### src/hw/rtl/tsi_pkg.sv
// Shared types and constants for the tone sequence interpreter.
// No dependencies.
package tsi_pkg;
   localparam int SEQ_DEPTH_DEF   = 4096;
   localparam int BLOCK_COUNT_DEF = 128;
   localparam int STACK_DEPTH_DEF = 32;

   localparam logic [1:0] OP_LOAD    = 2'd0;
   localparam logic [1:0] OP_RESTART = 2'd1;
   localparam logic [1:0] OP_EXEC    = 2'd2;
   localparam logic [1:0] OP_UNUSED  = 2'd3;

   localparam logic [1:0] CSR_BASE_VOL = 2'd0;
   localparam logic [1:0] CSR_MUTE     = 2'd1;
   localparam logic [1:0] CSR_SEQ_LEN  = 2'd2;

   localparam logic [2:0] KIND_TONE  = 3'd0;
   localparam logic [2:0] KIND_DUAL  = 3'd1;
   localparam logic [2:0] KIND_SIL   = 3'd2;
   localparam logic [2:0] KIND_END   = 3'd3;
   localparam logic [2:0] KIND_ERR   = 3'd4;

   localparam logic signed [7:0] CODE_SIL   = -8'sd1;
   localparam logic signed [7:0] CODE_VER   = -8'sd2;
   localparam logic signed [7:0] CODE_TEMPO = -8'sd3;
   localparam logic signed [7:0] CODE_RES   = -8'sd4;
   localparam logic signed [7:0] CODE_BSTART= -8'sd5;
   localparam logic signed [7:0] CODE_BEND  = -8'sd6;
   localparam logic signed [7:0] CODE_PLAY  = -8'sd7;
   localparam logic signed [7:0] CODE_VOL   = -8'sd8;
   localparam logic signed [7:0] CODE_REP   = -8'sd9;
   localparam logic signed [7:0] CODE_DUAL  = -8'sd50;

   localparam logic [31:0] TICKS = 32'd240000;

   typedef enum logic [3:0] {
      ST_IDLE, ST_RD0, ST_RD1, ST_RD2, ST_RD3, ST_RD4, ST_DECODE,
      ST_BTAB, ST_DIV, ST_MUL, ST_EMIT
   } state_type;

   // Divider control between sequencer and divider.
   typedef struct packed {
      logic        start;
      logic [31:0] dividend;
      logic [17:0] divisor;
   } div_req_type;

   typedef struct packed {
      logic        done;
      logic [31:0] quotient;
   } div_rsp_type;
endpackage

### src/hw/rtl/tsi_divider.sv
// Restoring serial divider, one quotient bit per cycle.
// Depends on tsi_pkg.
module tsi_divider import tsi_pkg::*; (
   input  logic        clock,
   input  logic        reset,
   input  div_req_type req,
   output div_rsp_type rsp
);
   logic [31:0] quo_ff, quo_in;
   logic [18:0] rem_ff, rem_in;
   logic [17:0] dsr_ff, dsr_in;
   logic [5:0]  cnt_ff, cnt_in;
   logic        busy_ff, busy_in, done_ff, done_in;
   logic [18:0] trial;

   always_comb begin
      quo_in = quo_ff; rem_in = rem_ff; dsr_in = dsr_ff;
      cnt_in = cnt_ff; busy_in = busy_ff; done_in = 1'b0;
      trial = {rem_ff[17:0], quo_ff[31]};
      if (req.start) begin
         quo_in = req.dividend; rem_in = '0; dsr_in = req.divisor;
         cnt_in = 6'd32; busy_in = 1'b1;
      end else if (busy_ff) begin
         // shift in the next dividend bit, subtract where it fits
         if (trial >= {1'b0, dsr_ff}) begin
            rem_in = trial - {1'b0, dsr_ff};
            quo_in = {quo_ff[30:0], 1'b1};
         end else begin
            rem_in = trial;
            quo_in = {quo_ff[30:0], 1'b0};
         end
         cnt_in = cnt_ff - 6'd1;
         if (cnt_ff == 6'd1) begin
            busy_in = 1'b0; done_in = 1'b1;
         end
      end
   end

   always_ff @(posedge clock) begin
      if (reset) begin
         busy_ff <= 1'b0; done_ff <= 1'b0; cnt_ff <= '0;
      end else begin
         busy_ff <= busy_in; done_ff <= done_in; cnt_ff <= cnt_in;
      end
      quo_ff <= quo_in; rem_ff <= rem_in; dsr_ff <= dsr_in;
   end

   assign rsp.done = done_ff;
   assign rsp.quotient = quo_ff;
endmodule

### config.mk
export PLATFORM = sky130hd
export DESIGN_NAME = tsi_divider
export DESIGN_NICKNAME = d
export VERILOG_FILES = /design/src/hw/rtl/tsi_pkg.sv /design/src/hw/rtl/tsi_divider.sv
export SDC_FILE = /design/constraint.sdc
export NUM_CORES = 1
export LEC_CHECK = 0
export ABC_AREA = 1
export ABC_CLOCK_PERIOD_IN_PS = 2360
export CAP_MARGIN = 20
export CELL_PAD_IN_SITES_DETAIL_PLACEMENT = 0
export CELL_PAD_IN_SITES_GLOBAL_PLACEMENT = 1
export CORE_UTILIZATION = 34
export DETAILED_ROUTE_END_ITERATION = 7
export DONT_BUFFER_PORTS = 1
export HOLD_SLACK_MARGIN = 0.15
export PLACE_DENSITY = 0.57
export SLEW_MARGIN = 10
export SYNTH_ARGS = -nofsm -noshare
export SYNTH_HDL_FRONTEND = slang
export SYNTH_SLANG_ARGS = --single-unit
### constraint.sdc
create_clock -name clock -period 2.36 [get_ports clock]
set_input_delay 0.118 -clock clock [delete_from_list [all_inputs] [get_ports clock]]
set_output_delay 0.118 -clock clock [all_outputs]
set_load 0.02 [all_outputs]
==> results of run 1 <==
==> Yosys cell counts (all sizes together) <==
cell | instances | area, um2
nand2 | 229 | 890
inv | 64 | 240
edfxtp | 50 | 1500
nand3 | 37 | 200
nor2 | 27 | 101
dfxtp | 26 | 521
ha | 20 | 250
a21oi | 16 | 87.6
nand3b | 14 | 105
o21ai | 14 | 73.8
clkbuf | 8 | 30.0
nor3 | 8 | 45.0
buf | 7 | 52.5
xnor2 | 7 | 61.3
a211oi | 2 | 15.0
clkinv | 2 | 7.51
nor3b | 2 | 15.0
o21bai | 2 | 15.0
a31oi | 1 | 6.26
and3 | 1 | 6.26
fa | 1 | 20.0
nand4 | 1 | 6.26
xor2 | 1 | 8.76
==> timing repair <==
action	CTS	global route
hold buffers	53	0
endpoints found under the setup margin	0	34
resized for setup	0	4
endpoints found under the hold margin	85	0
==> through the flow <==
stage | setup slack, ps | util | total power [mW]
finish | 243 | 0.438 | 3.33
global route | 7.57 | 0.438 | 3.50
CTS | 39.5 | 0.437 | 3.39
detailed placement | 163 | 0.370 | 1.98
global placement | 136 | 0.370 | 1.99
floorplan | 379 | - | 1.90
==> critical path: stages, from the launching register on <==
cell      delay [ps]
edfxtp_1         380
inv_1             90
ha_1             140
inv_1             70
fa_1             410
inv_1             70
nor2_1            70
o21ai_0          150
nand2_1          170
nand2_2          110
nand3b_1          70
nand2_1           80
nand2_1           60
nand3_1           80
nand2_1           50
==> final timing paths <==
path                            from                       to  slack [ps]  cells after the start
max             quo_ff[31]$_DFFE_PP_  rem_ff[12]$_SDFFE_PP0P_         240                     14
min                          req[50]   rem_ff[1]$_SDFFE_PP0P_         180                      4
max reg2reg     quo_ff[31]$_DFFE_PP_  rem_ff[12]$_SDFFE_PP0P_         240                     14
min reg2reg  rem_ff[11]$_SDFFE_PP0P_  rem_ff[11]$_SDFFE_PP0P_         480                      2
==> power by group through the flow <==
| stage | Clock [mW] | Combinational [mW] | Sequential [mW] |
|---|---|---|---|
| floorplan | 0 | 0.229 | 1.67 |
| finish | 1.29 | 0.386 | 1.66 |
| detailed placement | 0 | 0.298 | 1.69 |
| CTS | 1.35 | 0.388 | 1.66 |
| global route | 1.38 | 0.441 | 1.67 |
| global placement | 0 | 0.296 | 1.69 |
==> final cells by class <==
class	instances	area [um2]
inverters	66	248
clock buffers	11	233
well taps	168	210
flip-flops and latches	76	2020
multi-input cells	383	1920
repair buffers	62	641
fillers	1273	6800
clock inverters	5	37.5
==> state kept, by name, summed over array words and instances (netlist names) <==
signal and cells:
done_ff 1, cnt_ff 6, busy_ff 1, dsr_ff 18
rem_ff 18, quo_ff 32
==> per-layer routing <==
layer	up-vias	global-route usage	routed length, um
met3	12	0.0611	643
met4	0	0.0641	163
met1	1553	0.219	5010
li1	1845	-	-
met5	-	0	0
met2	79	0.279	4630
==> logic make-up (layout without fill, tap and decap cells) <==
kind of cell,count (synthesis),after routing,share of synthesized area
simple gates,319,319,0.321
buf+inv,81,144,0.0776
flops,76,76,0.475
compound gates,35,35,0.0464
fa+ha+maj,21,21,0.0635
xor+xnor,8,8,0.0165
==> summary.md, run 1 <==
| Metric | Value |
|---|---|
| Cell Area, Placed | `4480 um2` |
| Post-Synthesis Cells | `540` |
| DPL Wire Length | `7110 um` |
| Leakage | `2.51 nW` |
| Syn nets | `614` |
| First-pass GRT wire length | `17500 um` |
| ANT nets after route | `0` |
| Clock sink count | `76` |
| Seq cells post-synth | `76` |
| Vias post-DR | `3489` |
| P&R area growth vs syn | `24.6%` |
| Post-CTS setup buffer count | `0` |
| Antenna violations before repair | `0` |
| Vias in the first global route | `3545` |
| Max Transition Viols Final | `0` |
| Die Wd | `114 um` |
| P_int | `2.42 mW` |
| Post-Syn Area per Cell | `7.89 um2` |
| Final worst-path cycle share | `0.897` |
| Worst hold path class | `in2reg` |
| Finished Layout Cells | `771` |
| TritonCTS clock tree | `built` |
| Via density | `4.53` |
| CTS root buf | `clkbuf_16` |
| Starting Density | `0.352` |
| Commonest non-fill, non-tap cell in the layout | `nand2_1` |
| Iter 0 DRT Violations | `168` |
| Sequential share of the synthesized area | `0.475` |
| Crit end category | `flip-flop` |
| Arr. time, crit path | `2360 ps` |
| RSZ-0062 raised after global routing | `no` |
| # rows | `40` |
| Total grt overflow | `0` |
| Power Dens Cells | `627 nW/um2` |
| P_sw | `0.913 mW` |
| Synth cell types | `33` |
| Worst-skew pair later-pin latency | `340 ps` |
| Share of layout cells above drive strength 1 | `0.0746` |
| Least-Margin Pin Slew | `542 ps` |
| GRT Total Usage | `0.175` |
| Buffers added on ports | `0` |
| Largest net degree at the start of global routing | `52` |
| CP Data Required Time | `2600 ps` |
| Fmax achieved | `0.472 GHz` |
| Drt pass-1 iters | `5` |
| Die height | `114 um` |
| H-tree levels | `3` |
| Sum Neg Setup Slack | `0 ps` |
| Status | `finished clean` |
| Number of buffers created by CTS | `9` |
| Clk network pwr share | `0.386` |
| WL per Instance | `13.6 um` |
| IO Count | `86` |
| Fin Clk Skew | `7.81 ps` |
| Longest Clk Path Bufs | `2` |
| Placed cells | `702` |
| Crit start category | `flip-flop` |
| Ys Warns | `0` |
| Sw frac | `0.274` |
| Final hold viol count | `0` |
| Clk slew on worst S/H paths | `60 ps` |
| Worst hold slack | `184 ps` |
| Final Cell Area | `5310 um2` |
| Post-Route WL | `10400 um` |
| Comb pwr share | `0.116` |
| MaxCap Viol Count | `0` |
| Final setup viols | `0` |
| Core ar. | `12100 um2` |
| Fin nets | `672` |
| Commonest cells after routing, fill and taps aside | `nand2_1, inv_1, dlygate4sd3_1` |
| Gpl congestion | `0.764` |
| Min Tclk post-route | `2120 ps` |
| Die Area | `13000 um2` |
| ANT cells | `0` |
| Crit Path Class | `reg2reg` |
| Remaining DRCs | `0` |
| Crit-path max FO | `3` |
| Flop pwr share | `0.498` |
| Synthesized area | `4260 um2` |
| IR drop worst, VDD | `0.394 mV` |
| Slew margin rel. | `0.638` |
Power figures use the tool's default switching activity.
==> run 2: changes to the inputs <==
- CTS_BUF_LIST: default -> sky130_fd_sc_hd__clkbuf_4
==> run 2 against run 1 <==
Effect of this change: register-to-register slack barely moved; fmax decreased by 4.1%; non-clock buffer count is 3 higher; via count increased by 1.5%; critical path depth down 9; cell count rose by 0.52%; wire length up 1.2%; sequential share of layout area increased by 0.94 points; clock skew rose by 9.9 ps; core utilization down 1.1 points; critical endpoint is now quo_ff[6]$_DFFE_PP_; highest routed layer unchanged.
==> summary.md, run 2 (same netlist as run 1, synthesis figures left out) <==
| Metric | Value |
|---|---|
| Status | `finished clean` |
| Final setup viols | `0 (unchanged)` |
| Vias post-DR | `3540 (+1.5%)` |
| Max FFs per register | `32 (unchanged)` |
| Slowest stage cell, crit path | `nor2_1` |
| Power Dens Cells | `540 nW/um2 (-14%)` |
| Commonest cells after routing, fill and taps aside | `nand2_1, inv_1, dlygate4sd3_1` |
| Crit end category | `flip-flop` |
| Share of layout cells above drive strength 1 | `0.0776 (+0.00293)` |
| Max Transition Viols Final | `0 (unchanged)` |
| H-tree levels | `3 (unchanged)` |
| Worst-skew pair later-pin latency | `450 ps (+110 ps)` |
| Worst Path Buf+Inv | `4 (+1)` |
| Post-layout util | `0.428 (-0.0105)` |
| Fin Clk Skew | `17.7 ps (+9.91 ps)` |
| Buffers added on ports | `0 (unchanged)` |
| Via density | `4.57 (+0.94%)` |
| Post-Route WL | `10600 um (+1.2%)` |
| Max incr delay on CP | `690 ps (+280 ps)` |
| Crit start category | `primary input` |
| Die Area | `13000 um2 (unchanged)` |
| DPL Wire Length | `7110 um (unchanged)` |
| Number of buffers created by CTS | `9 (unchanged)` |
| Cell family with most CP delay | `buffers and inverters` |
| Die Wd | `114 um (unchanged)` |
| P&R area growth vs syn | `21.7%` |
| # fillers | `1292 (+1.5%)` |
| Crit-path max FO | `52 (+49)` |
| Sum Neg Setup Slack | `0 ps (unchanged)` |
| GRT Total Usage | `0.176 (+0.00103)` |
| Slew margin rel. | `0.416 (-0.222)` |
| Crit-path cells | `dlygate4sd3_1, buf_16, nor2_1, inv_1, buf_12` |
| Remaining DRCs | `0 (unchanged)` |
| Die height | `114 um (unchanged)` |
| Clk slew on worst S/H paths | `140 ps (+80 ps)` |
| Drt pass-1 iters | `4 (-1)` |
| Clock sink count | `76 (unchanged)` |
| Gpl congestion | `0.764 (unchanged)` |
| MaxCap Viol Count | `0 (unchanged)` |
| Final worst-path cycle share | `0.935 (+0.0382)` |
| Worst hold slack | `280 ps (+95.9 ps)` |
| Iter 0 DRT Violations | `161 (-4.2%)` |
| CP Data Required Time | `2570 ps (-30 ps)` |
| Starting Density | `0.352 (unchanged)` |
| Min Tclk post-route | `2210 ps (+90.1 ps)` |
| Least-Margin Pin Slew | `873 ps (+330 ps)` |
| Longest Clk Path Bufs | `2 (unchanged)` |
| Commonest non-fill, non-tap cell in the layout | `nand2_1` |
| Final hold viol count | `0 (unchanged)` |
| Largest net degree at the start of global routing | `53 (+1.9%)` |
| # rows | `40 (unchanged)` |
| Worst hold path class | `in2reg` |
| Fmax achieved | `0.453 GHz (-4.1%)` |
| Leakage | `2.46 nW (-1.9%)` |
| Core ar. | `12100 um2 (unchanged)` |
| CTS root buf | `clkbuf_4` |
| Antenna violations before repair | `1 (+1)` |
| Crit Path Class | `in2reg` |
| ANT nets after route | `0 (unchanged)` |
| Arr. time, crit path | `2420 ps (+60 ps)` |
| WL per Instance | `13.6 um (+0.71%)` |
| Total grt overflow | `0 (unchanged)` |
| Biggest regs | `quo_ff x32, dsr_ff x18, rem_ff x18` |
| Vias in the first global route | `3560 (+0.42%)` |
| Fin nets | `675 (+0.45%)` |
| First-pass GRT wire length | `17600 um (+0.52%)` |
| IR drop worst, VDD | `0.385 mV (-2.2%)` |
| TritonCTS clock tree | `built` |
| Biggest register | `quo_ff` |
| IO Count | `86 (unchanged)` |
[run 2: final timing paths]
kind	to	from	cells past startpoint	slack, ps
max	quo_ff[6]$_DFFE_PP_	req[50]	5	150
min	dsr_ff[11]$_DFFE_PP_	req[11]	1	280
max reg2reg	rem_ff[8]$_SDFFE_PP0P_	quo_ff[31]$_DFFE_PP_	13	230
min reg2reg	rem_ff[15]$_SDFFE_PP0P_	rem_ff[15]$_SDFFE_PP0P_	2	490
[run 2: layout make-up]
| cell class | count | area, um2 | area share |
|---|---|---|---|
| timing repair buffer | 65 | 666 | 0.128 |
| multi-input combinational | 383 | 1910 | 0.369 |
| clock inverter | 5 | 37.5 | 0.00724 |
| sequential | 76 | 2020 | 0.390 |
| tap | 168 | 210 | 0.0406 |
| clock buffer | 11 | 82.6 | 0.0159 |
| inverter | 66 | 248 | 0.0478 |
| antenna | 1 | 2.50 | 0.000483 |
[run 2: through the flow]
| step | area (um2) | setup WS [ps] | power [mW] | std cells |
|---|---|---|---|---|
| detailed placement | 4480 | 163 | 1.98 | 702 |
| floorplan | 4260 | 379 | 1.90 | 540 |
| global placement | 4480 | 136 | 1.99 | 702 |
| CTS | 5160 | 133 | 2.84 | 772 |
| finish | 5180 | 153 | 2.80 | 775 |
| global route | 5180 | -0.406 | 2.96 | 775 |
[run 2: where the power goes]
part           internal [mW]  leakage [nW]  switching [mW]  total, mW
Combinational          0.171          1.68           0.220      0.392
Clock                  0.244        0.0635           0.504      0.748
Sequential              1.53         0.715           0.125       1.66
Total                   1.95          2.46           0.850       2.80
[run 2: per-layer routing]
layer	routed length (um)	global-route usage
met3	678	0.0696
met5	0	0
met4	147	0.0528
met1	5080	0.219
met2	4680	0.282
[run 2: timing repair]
item | 4_1_cts | 5_1_grt
hold buffers | 54 | 0
setup endpoints to repair | 0 | 2
endpoints found under the hold margin | 94 | 0
gates resized for setup | 0 | 2
buffers inserted | 0 | 2
